[config.mk]
export PLATFORM = sky130hd
export DESIGN_NAME = lsw_front
export DESIGN_NICKNAME = d
export VERILOG_FILES = /design/src/sv/lsw_pkg.sv /design/src/sv/lsw_front.sv
export SDC_FILE = /design/constraint.sdc
export NUM_CORES = 1
export LEC_CHECK = 0
export ABC_AREA = 1
export BUFFER_PORTS_ARGS = -buffer_cell sky130_fd_sc_hd__buf_2
export CORE_MARGIN = 2
export CORE_UTILIZATION = 57
export DETAILED_ROUTE_END_ITERATION = 10
export PLACE_DENSITY = 0.88
export SYNTH_ARGS = -nofsm -noshare
export SYNTH_HDL_FRONTEND = slang
export SYNTH_SLANG_ARGS = --single-unit
[constraint.sdc]
create_clock -name clk -period 10.1 [get_ports clk]
set_clock_uncertainty 0.15 [all_clocks]
set_input_delay 0 -clock clk [delete_from_list [all_inputs] [get_ports clk]]
set_output_delay 0 -clock clk [all_outputs]
set_load 0.02 [all_outputs]
[src/sv/lsw_pkg.sv]
`default_nettype none
package lsw_pkg;

	localparam int COORD_BITS  = 10;
	localparam int FRAC_BITS   = 6;
	localparam int OUT_BITS    = 16;
	localparam int QUOT_BITS   = COORD_BITS + FRAC_BITS;
	localparam int NUM_BITS    = 2 * COORD_BITS + FRAC_BITS + 1;
	localparam int REM_BITS    = COORD_BITS + 2;
	localparam int PROD_BITS   = 2 * COORD_BITS + 2;
	localparam int BACK_STAGES = QUOT_BITS + 6;
	localparam int FIFO_DEPTH  = 4;
	localparam int FIFO_AW     = 2;

	typedef logic [COORD_BITS-1:0]        coord_t;
	typedef logic signed [COORD_BITS:0]   scoord_t;
	typedef logic [COORD_BITS:0]          den_t;

	typedef enum logic [1:0] {
		CFG_LEFT   = 2'd0,
		CFG_BOTTOM = 2'd1,
		CFG_RIGHT  = 2'd2,
		CFG_TOP    = 2'd3
	} cfg_reg_t;

	typedef enum logic [1:0] {
		BND_SKIP,
		BND_ENTRY,
		BND_EXIT
	} bnd_kind_t;

	typedef struct packed {
		coord_t start_x;
		coord_t start_y;
		coord_t end_x;
		coord_t end_y;
	} seg_in_t;

	typedef struct packed {
		logic                visible;
		logic [OUT_BITS-1:0] clip_start_x;
		logic [OUT_BITS-1:0] clip_start_y;
		logic [OUT_BITS-1:0] clip_end_x;
		logic [OUT_BITS-1:0] clip_end_y;
	} seg_out_t;

	// Classified segment: each boundary reduced to a skip, or an entry or exit fraction rn/rd.
	typedef struct packed {
		logic                  accept;
		coord_t                sx;
		coord_t                sy;
		scoord_t               dx;
		scoord_t               dy;
		bnd_kind_t [3:0]       kind;
		scoord_t [3:0]         rn;
		coord_t [3:0]          rd;
	} cls_t;

	typedef struct packed {
		scoord_t n1;
		coord_t  d1;
		scoord_t n2;
		coord_t  d2;
	} frac_t;

	typedef struct packed {
		cls_t  c;
		frac_t f;
	} nar_t;

	typedef struct packed {
		logic [REM_BITS-1:0]  rem;
		logic [QUOT_BITS-1:0] lo;
	} div_lane_t;

	typedef struct packed {
		logic                  vis;
		den_t                  den1;
		den_t                  den2;
		div_lane_t [3:0]       lane;
	} div_t;

	function automatic logic signed [PROD_BITS-1:0] smul(input scoord_t a, input coord_t b);
		logic signed [PROD_BITS-1:0] ea;
		logic signed [PROD_BITS-1:0] eb;
		ea = PROD_BITS'(a);
		eb = PROD_BITS'($signed({1'b0, b}));
		return ea * eb;
	endfunction

endpackage
`default_nettype wire

[src/sv/lsw_front.sv]
`default_nettype none
module lsw_front import lsw_pkg::*; (
	input  wire logic                  clk,
	input  wire logic                  arst_n,
	input  wire logic                  cfg_we,
	input  wire logic [1:0]            cfg_index,
	input  wire logic [COORD_BITS-1:0] cfg_data,
	input  wire logic                  in_valid,
	output logic                       in_ready,
	input  wire seg_in_t               in_data,
	output logic                       cls_valid,
	input  wire logic                  cls_ready,
	output cls_t                       cls_data
);

	typedef struct packed {
		bnd_kind_t kind;
		scoord_t   rn;
		coord_t    rd;
		logic      rej;
	} bnd_t;

	coord_t win_left_q, win_bottom_q, win_right_q, win_top_q;
	logic   vld_s1;
	cls_t   cls_s1;
	cls_t   cls_nxt;

	function automatic scoord_t sdiff(input coord_t a, input coord_t b);
		return $signed({1'b0, a}) - $signed({1'b0, b});
	endfunction

	function automatic bnd_t classify(input scoord_t p, input scoord_t q);
		bnd_t r;
		r.kind = BND_SKIP;
		r.rn   = q;
		r.rd   = '0;
		r.rej  = 1'b0;
		if (p == '0) begin
			r.rej = q < 0;
		end else if (p < 0) begin
			r.kind = BND_ENTRY;
			r.rn   = -q;
			r.rd   = COORD_BITS'(-p);
		end else begin
			r.kind = BND_EXIT;
			r.rn   = q;
			r.rd   = COORD_BITS'(p);
		end
		return r;
	endfunction

	always_comb begin
		bnd_t    b [4];
		scoord_t dx, dy;
		dx = sdiff(in_data.end_x, in_data.start_x);
		dy = sdiff(in_data.end_y, in_data.start_y);
		b[0] = classify(-dx, sdiff(in_data.start_x, win_left_q));
		b[1] = classify(dx, sdiff(win_right_q, in_data.start_x));
		b[2] = classify(-dy, sdiff(in_data.start_y, win_bottom_q));
		b[3] = classify(dy, sdiff(win_top_q, in_data.start_y));
		cls_nxt.accept = !(b[0].rej || b[1].rej || b[2].rej || b[3].rej);
		cls_nxt.sx = in_data.start_x;
		cls_nxt.sy = in_data.start_y;
		cls_nxt.dx = dx;
		cls_nxt.dy = dy;
		for (int i = 0; i < 4; i++) begin
			cls_nxt.kind[i] = b[i].kind;
			cls_nxt.rn[i]   = b[i].rn;
			cls_nxt.rd[i]   = b[i].rd;
		end
	end

	assign in_ready  = !vld_s1 || cls_ready;
	assign cls_valid = vld_s1;
	assign cls_data  = cls_s1;

	always_ff @(posedge clk or negedge arst_n) begin
		if (!arst_n) begin
			win_left_q   <= '0;
			win_bottom_q <= '0;
			win_right_q  <= '1;
			win_top_q    <= '1;
			vld_s1       <= 1'b0;
		end else begin
			if (cfg_we) begin
				unique case (cfg_reg_t'(cfg_index))
					CFG_LEFT:   win_left_q   <= cfg_data;
					CFG_BOTTOM: win_bottom_q <= cfg_data;
					CFG_RIGHT:  win_right_q  <= cfg_data;
					CFG_TOP:    win_top_q    <= cfg_data;
					default: ;
				endcase
			end
			if (in_ready) begin
				vld_s1 <= in_valid;
			end
		end
	end

	always_ff @(posedge clk) begin
		if (in_valid && in_ready) begin
			cls_s1 <= cls_nxt;
		end
	end

endmodule
`default_nettype wire

## Word level (Yosys, flattened, before mapping)

Cells that the tools add are included.

| cells by class | value |
|---|---|
| $add $sub $neg | 14 |
| order comparisons | 8 |
| equality and inequality tests | 3 |
| multiplexer cells | 12 |
| reductions and logical operators | 16 |

Operators with widths:

| cell | number |
|---|---|
| $mux 23 | 4 |
| $lt 11x1->1 const B | 8 |
| $mux 21 | 4 |
| $neg 11->11 | 6 |
| $sub 10x10->11 | 6 |
| $logic_not 11->1 | 4 |
| $neg 10->10 | 2 |
| $reduce_and 2->1 | 4 |
| $eq 2x2->1 const B | 2 |
| $logic_or 1x1->1 | 4 |
| $mux 1 | 4 |
| $eq 2x1->1 const B | 1 |
| $logic_not 1->1 | 2 |
| $logic_not 2->1 | 1 |
| $logic_and 1x1->1 | 1 |

| word-level totals | value |
|---|---|
| bits in registers | 176 |
| logic and storage cells | 75 |

## Longest topological paths before layout

| logic depth | value |
|---|---|
| depth after elaboration | 8 |
| mapped depth | 20 |

## Worst setup path before layout

Ideal clock, no wire load.

| timing path | value |
|---|---|
| path kind | reg2reg |
| start | register vld_s1 (netlist: cls_valid) |
| end | register cls_s1, in the netlist cls_data[0] (enable) |
| data arrival time | 7.014 ns |
| required time | 9.276 ns |
| setup slack | 2.262 ns |
| stages on the path, launching flop included | 2 |
| cells stage by stage | dfrtp_1 a21oi_1 |

| between the ends | value |
|---|---|
| cells in the longest elaborated chain, start to end | 3 |

Ends and longest elaborated chain:

| element | RTL line | RTL |
|---|---|---|
| start: declaration | lsw_front.sv:24 | `logic vld_s1;` |
| start signal: assignment | lsw_front.sv:95 | `vld_s1 <= in_valid;` |
| $logic_not 1->1 | lsw_front.sv:73 | `assign in_ready = !vld_s1 \|\| cls_ready;` |
| $logic_or 1x1->1 | lsw_front.sv:73 |  |
| $logic_and 1x1->1 | lsw_front.sv:101 | `if (in_valid && in_ready) begin` |
| end signal: assignment | lsw_front.sv:102 | `cls_s1 <= cls_nxt;` |
| end: declaration | lsw_front.sv:25 | `cls_t cls_s1;` |

No other way between the ends.
A chain may end at the register's enable or synchronous reset.

==> impl_metrics.ini <==
[outcome]
status = completed

[layout]
fill_cells = 1405
syn2layout_area_growth_pct = 19.0
diodes = 0
drive_gt1_share_pct = 22.3
fin_nets = 1590

[clock_tree]
clkSinkCount = 176
cts_resized = 0
insertion_delay_ps = 440
cts-root-buf = clkbuf_16
holdBufCountCts = 35
cts_made_buffers = 17
cts_buffer_depth = 2
path_clk_slew_ps = 70
cts_tree = done
cts_setup_buffers = 0
htree_num_levels = 4

[timing]
finalHoldViolCount = 0
period_minus_slack_ps = 3510
worst_slew_pin_slew_ps = 891
totalNegativeSetupSlack_ps = 0
period_share_pct = 34.7
maxSlewHeadroom_pct = 40.6
fmaxAchievable_ghz = 0.285
slew_violations = 0
rsz0062_at_grt = no
setup_viol = 0

[setup_path]
cp-end-kind = register
worstSetupPathType = input port to register
cp.arrival_ps = 3540
crit_path_start_kind = input port
worstPathRequired_ps = 10130
path_max_fanout = 19

[routing]
wl_mm = 27.2
vias_per_cell = 5.42
drc_errors = 0
initialDrtViolationCount = 790
wl_per_cell_um = 15.9
firstDrtPassIters = 7
vias = 9252
postRouteAntennaNets = 0

[yosys]
syn_area_sq_um = 10900
synth_warnings = 0
synth_cell_types = 47
synth_seq_cells = 176
avgSynthCellArea_sq_um = 8.88
synthCells = 1229
synth_fp_nets = 1359
seq_area_frac_synth_pct = 46.8

[floorplanning]
start_util_pct = 58.2
coreArea_sq_um = 18800
dieArea_sq_um = 20300
rows = 50
die_h_um = 142
ios = 194
die_w_um = 142

[grt]
grt_pass1_wl_mm = 42.9
track_usage_pct = 27.1
first_global_vias = 8729
overflow = 0
grt_start_max_net_pins = 69
antenna_found_initial = 0

[power_and_ir_drop]
leakage_nw = 6.25
power_mw = 2.52
combPwrFrac_pct = 36.1
pwr-share-clk_pct = 25.1
p_seq_share_pct = 38.8
switching_share_pct = 37.2
intPower_mw = 1.58
irDropWorstVdd_uv = 118
power.density_nw_per_um2 = 194
netSwitchingPower_mw = 0.937

[place]
place.gp.congestion = 0.944
numPortBuffers = 193
dp_hpwl_mm = 19.9

[flow_run]
drv_cap = 0

[hold_path]
hold_class = input port to async pin
-- power by group through the flow --
stage          registers, mW  clock network, mW  logic [mW]
5_1_grt                0.985              0.664       0.999
6_report               0.976              0.633       0.908
3_5_place_dp           0.989                  0       0.874
2_1_floorplan           1.09                  0       0.548
3_3_place_gp           0.985                  0       0.849
4_1_cts                0.976              0.637       0.896
-- sequential cells by signal (all words and copies together) (netlist names) --
register      flops
cls_data        135
cls_valid         1
win_bottom_q     10
win_left_q       10
win_right_q      10
win_top_q        10
-- cell type report --
class	count	area [sq um]	share of cell area, %
flip-flops and latches	176	5100	39.3
multi-input cells	840	4960	38.2
repair buffers	230	1330	10.3
inverters	195	734	5.66
clock buffers	20	460	3.55
well taps	234	293	2.26
clock inverters	12	93.8	0.723
-- cells in the mapped netlist, drive strengths merged --
cell type    n  area [sq um]
nand2      330          1330
inv        195           734
edfxtp     135          4050
nand3       99           538
nor2        85           464
o21ai       73           369
ha          67           838
a21oi       43           230
xor2        43           392
xnor2       28           253
dfrtp       21           526
dfstp       20           526
nand4       16           100
nor3        15          80.1
clkbuf      11          41.3
a31oi        8          50.1
buf          7          80.1
o22ai        7          43.8
fa           6           120
o21bai       6          45.0
nand3b       3          22.5
or2          3          21.3
a21o         2          15.0
o211ai       2          15.0
a21boi       1          7.51
and2         1          6.26
o21a         1          7.51
o311ai       1          8.76
-- logic make-up after synthesis --
family                     synth area share, %
and+or+nand+nor                           23.4
buffers and inverters                     7.84
DFF                                       46.8
AOI/OAI and AO/OA                         7.26
adders and majority gates                 8.78
xor gates and xnor gates                  5.90
-- layout by cell type, fill, tap and decap left out, drive strengths merged, types with 7 or more instances in the layout --
cell type | netlist | routed
nand2 | 330 | 330
inv | 195 | 205
buf | 7 | 195
edfxtp | 135 | 135
nand3 | 99 | 99
nor2 | 85 | 85
o21ai | 73 | 73
ha | 67 | 67
xor2 | 43 | 43
a21oi | 43 | 43
dlygate4sd3 | 0 | 35
xnor2 | 28 | 28
dfrtp | 21 | 21
dfstp | 20 | 20
clkbuf | 11 | 20
nand4 | 16 | 16
nor3 | 15 | 15
a31oi | 8 | 8
o22ai | 7 | 7
-- path summary, 6_finish.rpt --
path / start / end / slack, ps / cells after the start
max: in_data[35] / cls_data[44]$_DFFE_PP_ / 6590 / 14
min: arst_n / win_left_q[7]$_DFFE_PN0P_ / 50 / 2
max reg2reg: win_right_q[0]$_DFFE_PN1P_ / cls_data[61]$_DFFE_PP_ / 7060 / 16
min reg2reg: win_left_q[7]$_DFFE_PN0P_ / win_left_q[7]$_DFFE_PN0P_ / 340 / 2
max in group asynchronous: arst_n / win_left_q[8]$_DFFE_PN0P_ / 9210 / 2
min in group clk: in_data[9] / cls_data[101]$_DFFE_PP_ / 60 / 4
-- through the flow --
step / std cells / hold WS (ps) / instance area, sq um / setup WS, ps / util, %
final: 1707 / 54.0 / 13000 / 6590 / 69.2
after detailed placement: 1640 / 2.47 / 12100 / 6790 / 64.4
after floorplan: 1229 / -446 / 10900 / 2260 / -
after CTS: 1707 / 34.4 / 13000 / 6700 / 69.2
after global routing: 1707 / 90.3 / 13000 / 6310 / 69.2
after global placement: 1640 / 3.10 / 12100 / 6870 / 64.4
-- routing by layer --
metal / global-route usage (%) / share of wire (%) / wire, um / vias up
met4: 11.9 / 3.3 / 888 / 0
met3: 4.37 / 6.4 / 1750 / 66
met2: 44.0 / 47 / 12800 / 396
met5: 0 / 0 / 0 / -
met1: 36.3 / 43 / 11800 / 4285
li1: - / - / - / 4505
-- worst max-delay path, stage by stage --
cell and delay (ps):
dlygate4sd3_1 520, buf_2 150, inv_1 80, ha_1 370, a21oi_2 260, nand2_1 80
nand2_1 60, nand4_1 660, inv_1 580, nand2_2 120, nand2_4 280, inv_4 160
nand2_1 110, xor2_1 70
Note: power is estimated with default switching activity, not from simulation.
