### src/sv/lsw_pkg.sv
`default_nettype none
package lsw_pkg;

	localparam int COORD_BITS  = 10;
	localparam int FRAC_BITS   = 6;
	localparam int OUT_BITS    = 16;
	localparam int QUOT_BITS   = COORD_BITS + FRAC_BITS;
	localparam int NUM_BITS    = 2 * COORD_BITS + FRAC_BITS + 1;
	localparam int REM_BITS    = COORD_BITS + 2;
	localparam int PROD_BITS   = 2 * COORD_BITS + 2;
	localparam int BACK_STAGES = QUOT_BITS + 6;
	localparam int FIFO_DEPTH  = 4;
	localparam int FIFO_AW     = 2;

	typedef logic [COORD_BITS-1:0]        coord_t;
	typedef logic signed [COORD_BITS:0]   scoord_t;
	typedef logic [COORD_BITS:0]          den_t;

	typedef enum logic [1:0] {
		CFG_LEFT   = 2'd0,
		CFG_BOTTOM = 2'd1,
		CFG_RIGHT  = 2'd2,
		CFG_TOP    = 2'd3
	} cfg_reg_t;

	typedef enum logic [1:0] {
		BND_SKIP,
		BND_ENTRY,
		BND_EXIT
	} bnd_kind_t;

	typedef struct packed {
		coord_t start_x;
		coord_t start_y;
		coord_t end_x;
		coord_t end_y;
	} seg_in_t;

	typedef struct packed {
		logic                visible;
		logic [OUT_BITS-1:0] clip_start_x;
		logic [OUT_BITS-1:0] clip_start_y;
		logic [OUT_BITS-1:0] clip_end_x;
		logic [OUT_BITS-1:0] clip_end_y;
	} seg_out_t;

	// Classified segment: each boundary reduced to a skip, or an entry or exit fraction rn/rd.
	typedef struct packed {
		logic                  accept;
		coord_t                sx;
		coord_t                sy;
		scoord_t               dx;
		scoord_t               dy;
		bnd_kind_t [3:0]       kind;
		scoord_t [3:0]         rn;
		coord_t [3:0]          rd;
	} cls_t;

	typedef struct packed {
		scoord_t n1;
		coord_t  d1;
		scoord_t n2;
		coord_t  d2;
	} frac_t;

	typedef struct packed {
		cls_t  c;
		frac_t f;
	} nar_t;

	typedef struct packed {
		logic [REM_BITS-1:0]  rem;
		logic [QUOT_BITS-1:0] lo;
	} div_lane_t;

	typedef struct packed {
		logic                  vis;
		den_t                  den1;
		den_t                  den2;
		div_lane_t [3:0]       lane;
	} div_t;

	function automatic logic signed [PROD_BITS-1:0] smul(input scoord_t a, input coord_t b);
		logic signed [PROD_BITS-1:0] ea;
		logic signed [PROD_BITS-1:0] eb;
		ea = PROD_BITS'(a);
		eb = PROD_BITS'($signed({1'b0, b}));
		return ea * eb;
	endfunction

endpackage
`default_nettype wire

### src/sv/lsw_fifo.sv
`default_nettype none
module lsw_fifo import lsw_pkg::*; (
	input  wire logic clk,
	input  wire logic arst_n,
	input  wire logic push_valid,
	output logic      push_ready,
	input  wire cls_t push_data,
	output logic      pop_valid,
	input  wire logic pop_ready,
	output cls_t      pop_data
);

	cls_t               mem_q [FIFO_DEPTH];
	logic [FIFO_AW-1:0] wr_ptr_q, rd_ptr_q;
	logic [FIFO_AW:0]   cnt_q;
	logic               push, pop;

	assign push_ready = cnt_q != (FIFO_AW+1)'(FIFO_DEPTH);
	assign pop_valid  = cnt_q != '0;
	assign pop_data   = mem_q[rd_ptr_q];
	assign push       = push_valid && push_ready;
	assign pop        = pop_valid && pop_ready;

	always_ff @(posedge clk or negedge arst_n) begin
		if (!arst_n) begin
			wr_ptr_q <= '0;
			rd_ptr_q <= '0;
			cnt_q    <= '0;
		end else begin
			if (push) begin
				wr_ptr_q <= wr_ptr_q + 1'b1;
			end
			if (pop) begin
				rd_ptr_q <= rd_ptr_q + 1'b1;
			end
			if (push && !pop) begin
				cnt_q <= cnt_q + 1'b1;
			end else if (pop && !push) begin
				cnt_q <= cnt_q - 1'b1;
			end
		end
	end

	always_ff @(posedge clk) begin
		if (push) begin
			mem_q[wr_ptr_q] <= push_data;
		end
	end

endmodule
`default_nettype wire

### config.mk
export PLATFORM = sky130hd
export DESIGN_NAME = lsw_fifo
export DESIGN_NICKNAME = d
export VERILOG_FILES = /design/src/sv/lsw_pkg.sv /design/src/sv/lsw_fifo.sv
export SDC_FILE = /design/constraint.sdc
export NUM_CORES = 1
export LEC_CHECK = 0
export BUFFER_PORTS_ARGS = -buffer_cell sky130_fd_sc_hd__buf_2
export CAP_MARGIN = 5
export CORE_MARGIN = 4
export CORE_UTILIZATION = 25
export CTS_CLUSTER_DIAMETER = 50
export DETAILED_ROUTE_END_ITERATION = 7
export PLACE_DENSITY_LB_ADDON = 0.1
export REMOVE_ABC_BUFFERS = 1
export SETUP_SLACK_MARGIN = 0.1
export SLEW_MARGIN = 25
export SYNTH_ARGS = -nofsm -noshare
export SYNTH_HDL_FRONTEND = slang
export SYNTH_SLANG_ARGS = --single-unit
### constraint.sdc
create_clock -name clk -period 5.2 [get_ports clk]
set_input_delay 0.78 -clock clk [delete_from_list [all_inputs] [get_ports clk]]
set_output_delay 0.78 -clock clk [all_outputs]
set_load 0.01 [all_outputs]
# Word level (Yosys, flattened, before mapping)
# Memories as Yosys holds them, arrays and structs flattened.
# Cells that the tools add are included.
[totals] reg_bits=7 ram_bits=540 in_bits=139 output_inout_bits=137 word_cells=21 mem_count=1
[op_classes] n_addsub=4 eq_ne=1 n_mux=4 n_reduce_logical=8
[mem_list] memory="mem_q" depth=4 width=135 read_ports=1 rd_clocked_by_memory_dff=0 write_ports=1 line_no="lsw_fifo.sv:13" source="cls_t mem_q [FIFO_DEPTH];"
[ops] cell="3-bit 2-to-1 mux" count=2
[ops] cell="2-bit by 1-bit adder with 2-bit output, second input constant" count=2
[ops] cell="1-bit logical AND" count=4
[ops] cell="3-bit by 1-bit adder with 3-bit output, second input constant" count=1
[ops] cell="3-bit != test, second input constant" count=1
[ops] cell="3-bit nonzero test" count=1
[ops] cell="3-bit by 1-bit subtractor with 3-bit output, second input constant" count=1
[ops] cell="1-bit zero test" count=2
[ops] cell="1-bit 2-to-1 mux" count=2
[ops] cell="2-bit nonzero test" count=1

# Longest topological paths before layout
# Gate-level depths: netlist of run 1.
[depth] word_depth=6 ltp_mapped=8 ltp_nobuf=8

# Worst setup path after synthesis of run 1
# No wires, ideal clock.
[synth_path] path_kind="input port to flip-flop" startpoint="in push_valid" endpoint="mem mem_q[0][0] (netlist bit) (enable)" setup_ns=0.510 arrival_time_ns=4.184 required_time_ns=4.690 path_slack_ns=0.506 path_stages=2 n_path_buf=0 cell_sequence="a21boi_2 > and2_1"
[synth_between] elab_chain_len=3
[synth_rtl] item="from (decl)" line_no="lsw_fifo.sv:5" source="input wire logic push_valid,"
[synth_rtl] item="1-bit logical AND" line_no="lsw_fifo.sv:21" source="assign push = push_valid && push_ready;"
[synth_rtl] item="1-bit 2-to-1 mux" line_no="lsw_fifo.sv:45" source="if (push) begin"
[synth_rtl] item="1-bit 2-to-1 mux (implied by the code)" line_no="lsw_fifo.sv:46" source="mem_q[wr_ptr_q] <= push_data;"
[synth_rtl] item="to (decl)" line_no="lsw_fifo.sv:13"
# Every way passes these cells.

==> impl_results.md, run 1 <==
- Port Buffers: approximately 280
- DP HPWL: about 27,000 um
- Crit-path max FO: 30
- CP max stage cell: dfrtp_4
- Final min period: about 3.5 ns
- DR iter-0 viols: a little under 400
- Die area: 0.0841 mm^2
- WP data arrival: about 2.7 ns
- Busiest metal layer after global routing: met2
- First-pass GRT wire length: approximately 70,000 um
- Hold slack: 0.398 ns
- Seq/Total Area, Yosys: 82.4%
- Initial Util: 25.2%
- Clock transition at path regs: 0.06 ns
- Row count: 103
- Root buffer cell: clkbuf_16
- DRC violations left: 0
- Routed WL: 46,600 um
- Setup violations, final: 0
- Core area: 0.0789 mm^2
- Met2 Use GR: approximately 18%
- Clock tree sinks: 547
- Synthesized instance count: 740
- Tcrit/Tclk final: between 60% and 70%
- Final max-slew violation count: 0
- Kind of start point of the critical path: register
- CP Class: reg2out
- Leakage power: 8.52 nW
- Post-place setup slack: approximately 2.2 ns
- Via count: 9,023
- Util after Layout: 32.1%
- RSZ-0062 raised after global routing: false
- Total of max-cap violations: 0
- Hold WC Path Type: in2reg
- Detailed Routing Iterations Pass 1: 6
- Worst rel slew slack: 39.6%
- Worst path cell trace: buf_4 -> mux4_2 -> buf_2
- Placer's final routability congestion estimate: 0.654
- Die W: 290 um
- Placed inst area: 0.0226 mm^2
- Area grow syn2layout: 27.5%
- Fin. Hold Viols: 0
- Final worst slack: 1.70 ns
- Clock insertion delay at the later pin of the skew report: 0.59 ns
- Status: finished clean
- H-tree depth: 3
- #FFs+latches synth: 547
- Via density per instance: 4.10
- Layout cells sized above 1: 49.3%
- IO Pins: 276
- Slowest stage delay, CP: 0.88 ns
- GR Util met1: 13.4%
- Power density cells: 615 mW/mm^2
- Max Fclk: 286 MHz
- Post-CTS setup buffers: 0
- Number of cells in the finished layout apart from fillers: 2,200
- CTS tree: done
- Longest Clk Path Bufs: 3
- Worst Setup End Kind: output pin
- Max VDD drop: 0.225 mV
- Avg Synthesized Cell Area: about 27 um^2
- Synth Cell Area: between 0.015 and 0.02 mm^2
- Cell variety after synth: 20
- Initial antenna violation count: 8
- Worst Path Required: about 4.4 ns
- Warnings from Yosys: 0
- Placed Cells: 2,051
- Least-Margin Pin Slew: approximately 0.91 ns
- Gr ovfl total: 0
- Total negative slack: 0 ns
- Final Skew: approximately 0.023 ns
- Drt wl/cell: 21.2 um
- Post-route ant nets: 0
- Vias in the first global route: between 10,000 and 15,000
- Post-route cell area: 0.0253 mm^2
- Layout Nets: about 1,200
- Overall routing resource usage: 11.0%
- Die Ht: around 290 um
- Largest net degree at the start of global routing: 122
- GRT met3 Usage: a little under 4%
- Total power: 15.6 mW
- Cts bufs inserted: a little over 80
[timing repair]
item	in CTS	in global routing
hold buffers	1	0
endpoints found under the setup margin	0	0
hold endpoints to repair	7	0
resized for setup	0	0
[registers in the layout, indices dropped and copies added, names as in the netlist]
signal    cells
mem_q       540
cnt_q         3
rd_ptr_q      2
wr_ptr_q      2
[synth_stat cells]
cell type	number	area (um^2)
buf_6	9	101
inv_1	3	11.3
xor2_1	2	17.5
buf_2	12	60.1
a21boi_2	1	11.3
buf_4	6	45.0
and2_1	4	25.0
nor2_1	2	7.51
edfxtp_1	540	16200
nand3_1	1	5.00
clkbuf_1	1	3.75
nand2_1	2	7.51
mux2_2	2	22.5
fa_1	1	20.0
buf_1	2	7.51
mux4_2	135	3040
or3_1	1	6.26
xnor2_1	4	35.0
ha_1	5	62.6
dfrtp_1	7	175
[cell type report]
class | count | area [um^2]
multi-input combinational | 160 | 3270
inverter | 3 | 11.3
antenna | 3 | 7.51
sequential | 547 | 16400
clock buffer | 90 | 2120
tap | 1050 | 1310
fill | 7632 | 53500
clock inverter | 55 | 617
timing repair buffer | 292 | 1610
[where the power goes]
part	switching (mW)	internal, mW
Combinational	2.21	1.77
Sequential	0.320	5.83
Clock	2.00	3.47
[final timing paths]
path	depth (start not counted)	slack, ns	end	startpoint
max	3	1.70	pop_data[134]	rd_ptr_q[0]
min	1	0.40	mem_q[2][46]	push_data[46]
max reg2reg	4	2.77	mem_q[3][54]	cnt_q[0]
min reg2reg	1	0.53	cnt_q[2]	cnt_q[2]
max in group asynchronous	2	4.42	rd_ptr_q[1]	arst_n
min in group asynchronous	2	0.59	wr_ptr_q[0]	arst_n
[layer usage]
metal  part of all wire [%]  vias to the layer above
li1                       -                     3940
met1                     41                     4759
met2                     50                      245
met3                    6.8                       71
met4                    2.1                        8
met5                   0.11                        -
[worst max-delay path: cells and delay by family (launching register included)]
family	cells	cell delay, ns
flops	1	0.88
buf+inv	2	0.64
mux	1	0.57
[cell families after synthesis]
logic type,Yosys count,share of synthesized area [%]
AO/OA/AOI/OAI,1,0.0566
buffers and inverters,33,1.15
AND/OR/NAND/NOR,10,0.258
XOR/XNOR,6,0.264
flip-flops,547,82.4
adder cells (fa/ha/maj),6,0.415
multiplexers,137,15.4
[cell usage in the layout, fill, tap and decap left out, types with 2 or more instances in the layout]
| cell type | n |
|---|---|
| ha_1 | 5 |
| nor2_1 | 2 |
| buf_4 | 8 |
| clkinv_2 | 10 |
| clkinv_1 | 8 |
| clkinv_4 | 7 |
| diode_2 | 3 |
| clkbuf_16 | 84 |
| edfxtp_1 | 540 |
| buf_12 | 8 |
| xnor2_1 | 4 |
| dfrtp_4 | 2 |
| dfrtp_1 | 5 |
| and2_4 | 4 |
| clkinvlp_4 | 8 |
| mux4_2 | 135 |
| bufinv_16 | 10 |
| mux2_2 | 2 |
| clkbuf_1 | 6 |
| xor2_1 | 2 |
| inv_1 | 3 |
| inv_6 | 10 |
| buf_2 | 275 |
| nand2_1 | 2 |
Note: power is estimated with default switching activity, not from simulation.
==> run 2: changes to the inputs <==
clock period = 3.11 ns   (was 5.2 ns; I/O delays follow)
==> impl_results.md, run 2 (synthesized netlist as in run 1, its figures left out) <==
- Layout Nets: 1,244 (+1.1%)
- Top reg by flops: mem_q
- Worst Path Required: 2.64 ns (-1.78 ns)
- DR iter-0 viols: 399 (+1.0%)
- CP Class: reg2out
- Final min period: 2.79 ns
- Setup violations, final: 0 (unchanged)
- H-tree depth: 3 (unchanged)
- IO Pins: 276 (unchanged)
- Area of the multi-input gates: 0.00327 mm^2 (unchanged)
- Initial antenna violation count: 8 (unchanged)
- RSZ-0062 raised after global routing: false
- Most frequent cells in the layout: edfxtp_1 (540), buf_2 (275), mux4_2 (135)
- Total power: 26.3 mW (+69%)
- Final Skew: 0.0196 ns (-0.00353 ns)
- Via density per instance: 4.10 (about the same)
- Filler cell count: 7,637 (+0.066%)
- CP Buf/Inv Count: 2 (unchanged)
- Total of max-cap violations: 0 (unchanged)
- R2R setup slack: 1.05 ns (-1.72 ns)
- Hold WC Path Type: in2reg
- Crit-path max FO: 11 (-63%)
- Area grow syn2layout: 28.7%
- Worst rel slew slack: 68.3% (+29 points)
- Initial Util: 25.2% (unchanged)
- Drt wl/cell: 21.6 um (+1.8%)
- CP max stage cell: dfrtp_4
- Clock insertion delay at the later pin of the skew report: 0.60 ns (about the same)
- Via count: 9,054 (+0.34%)
- Clock transition at path regs: 0.05 ns (about the same)
- DP HPWL: 29,000 um (+6.8%)
- Status: finished clean
- Post-route ant nets: 0 (unchanged)
- Layout cells sized above 1: 49.2% (-0.17 points)
- Die area: 0.0841 mm^2 (unchanged)
- Largest net degree at the start of global routing: 58 (-52%)
- Detailed Routing Iterations Pass 1: 4 (-2)
- Max Fclk: 359 MHz
- Overall routing resource usage: 11.3% (+0.21 points)
- Vias in the first global route: 10,100 (-0.020%)
- Die W: 290 um (unchanged)
- Worst Setup End Kind: output pin
- Final max-slew violation count: 0 (unchanged)
- Tcrit/Tclk final: 89.6%
- Die Ht: 290 um (unchanged)
- Kind of start point of the critical path: register
- Commonest non-fill, non-tap cell in the layout: edfxtp_1
- Core area: 0.0789 mm^2 (unchanged)
- Hold slack: 0.0735 ns (-0.324 ns)
- Leakage power: 8.63 nW (+1.2%)
- Least-Margin Pin Slew: 0.475 ns (-0.431 ns)
- Gr ovfl total: 0 (unchanged)
- CTS tree: done
- WP data arrival: 2.32 ns (-0.40 ns)
- Routed WL: 47,600 um (+2.1%)
- Max FFs per register: 540 (unchanged)
- Slowest stage delay, CP: 0.67 ns (-0.21 ns)
- Longest Clk Path Bufs: 3 (unchanged)
- Root buffer cell: clkbuf_16
- Clock tree sinks: 547 (unchanged)
- Placer's final routability congestion estimate: 0.663 (+1.3%)
- Fin. Hold Viols: 0 (unchanged)
- Row count: 103 (unchanged)
- Cts bufs inserted: 79 (-2.5%)
- Worst path cell trace: buf_4 -> mux4_2 -> buf_2
- Register area: 0.0164 mm^2 (unchanged)
- Number of cells in the finished layout apart from fillers: 2,207 (+0.32%)
- Power density cells: 1030 mW/mm^2 (+67%)
- First-pass GRT wire length: 70,200 um (+0.97%)
- Largest registers: mem_q: 540 flops, cnt_q: 3 flops
- CP top delay family: flip-flops
- Max VDD drop: 0.496 mV (+120%)
- Placed Cells: 2,066 (+0.73%)
- DRC violations left: 0 (unchanged)
- Port Buffers: 275 (unchanged)
-- run 2: layout make-up --
class / instances / share of cell area [%]
diodes: 4 / 0.0391
inverters: 3 / 0.0440
multi-input cells: 160 / 12.8
clock buffers: 89 / 8.12
well taps: 1050 / 5.13
flip-flops and latches: 547 / 64.1
clock inverters: 46 / 2.35
repair buffers: 308 / 7.46
-- run 2: where the power goes --
group | total, mW | internal, mW | switching [mW]
registers | 10.1 | 9.74 | 0.390
logic | 7.18 | 3.25 | 3.93
clock network | 8.98 | 5.73 | 3.25
-- run 2: worst paths after layout --
kind	start	endpoint	cells after the start
max reg2reg	cnt_q[1]	cnt_q[2]	8
min in group asynchronous	arst_n	cnt_q[2]	2
min	push_data[7]	mem_q[0][7]	1
min reg2reg	cnt_q[2]	cnt_q[2]	1
max	rd_ptr_q[0]	pop_data[20]	3
max in group asynchronous	arst_n	rd_ptr_q[1]	2
-- run 2: what timing repair did --
action | 4_1_cts | 5_1_grt
hold buffers | 1 | 0
hold endpoints to repair | 7 | 0
gates resized for setup | 0 | 0
setup buffers | 1 | 0
endpoints found under the setup margin | 17 | 0
-- run 2: routing by layer --
| metal | global-route usage, % | vias up | share of wire, % |
|---|---|---|---|
| li1 | - | 3964 | - |
| met4 | 3.81 | 6 | 2.7 |
| met2 | 18.8 | 227 | 50 |
| met5 | 0 | - | 0.095 |
| met1 | 13.8 | 4763 | 41 |
| met3 | 3.68 | 94 | 6.1 |
-- run 2: through the flow --
step / worst slack (ns) / setup TNS, ns / util, % / instance area, um^2
2_1_floorplan: -3.27 / -1135.23 / - / 19700
3_3_place_gp: 0.767 / 0 / 29.0 / 22900
3_5_place_dp: 0.744 / 0 / 29.0 / 22900
4_1_cts: 0.185 / 0 / 32.4 / 25600
5_1_grt: 0.173 / 0 / 32.4 / 25600
6_report: 0.323 / 0 / 32.4 / 25600
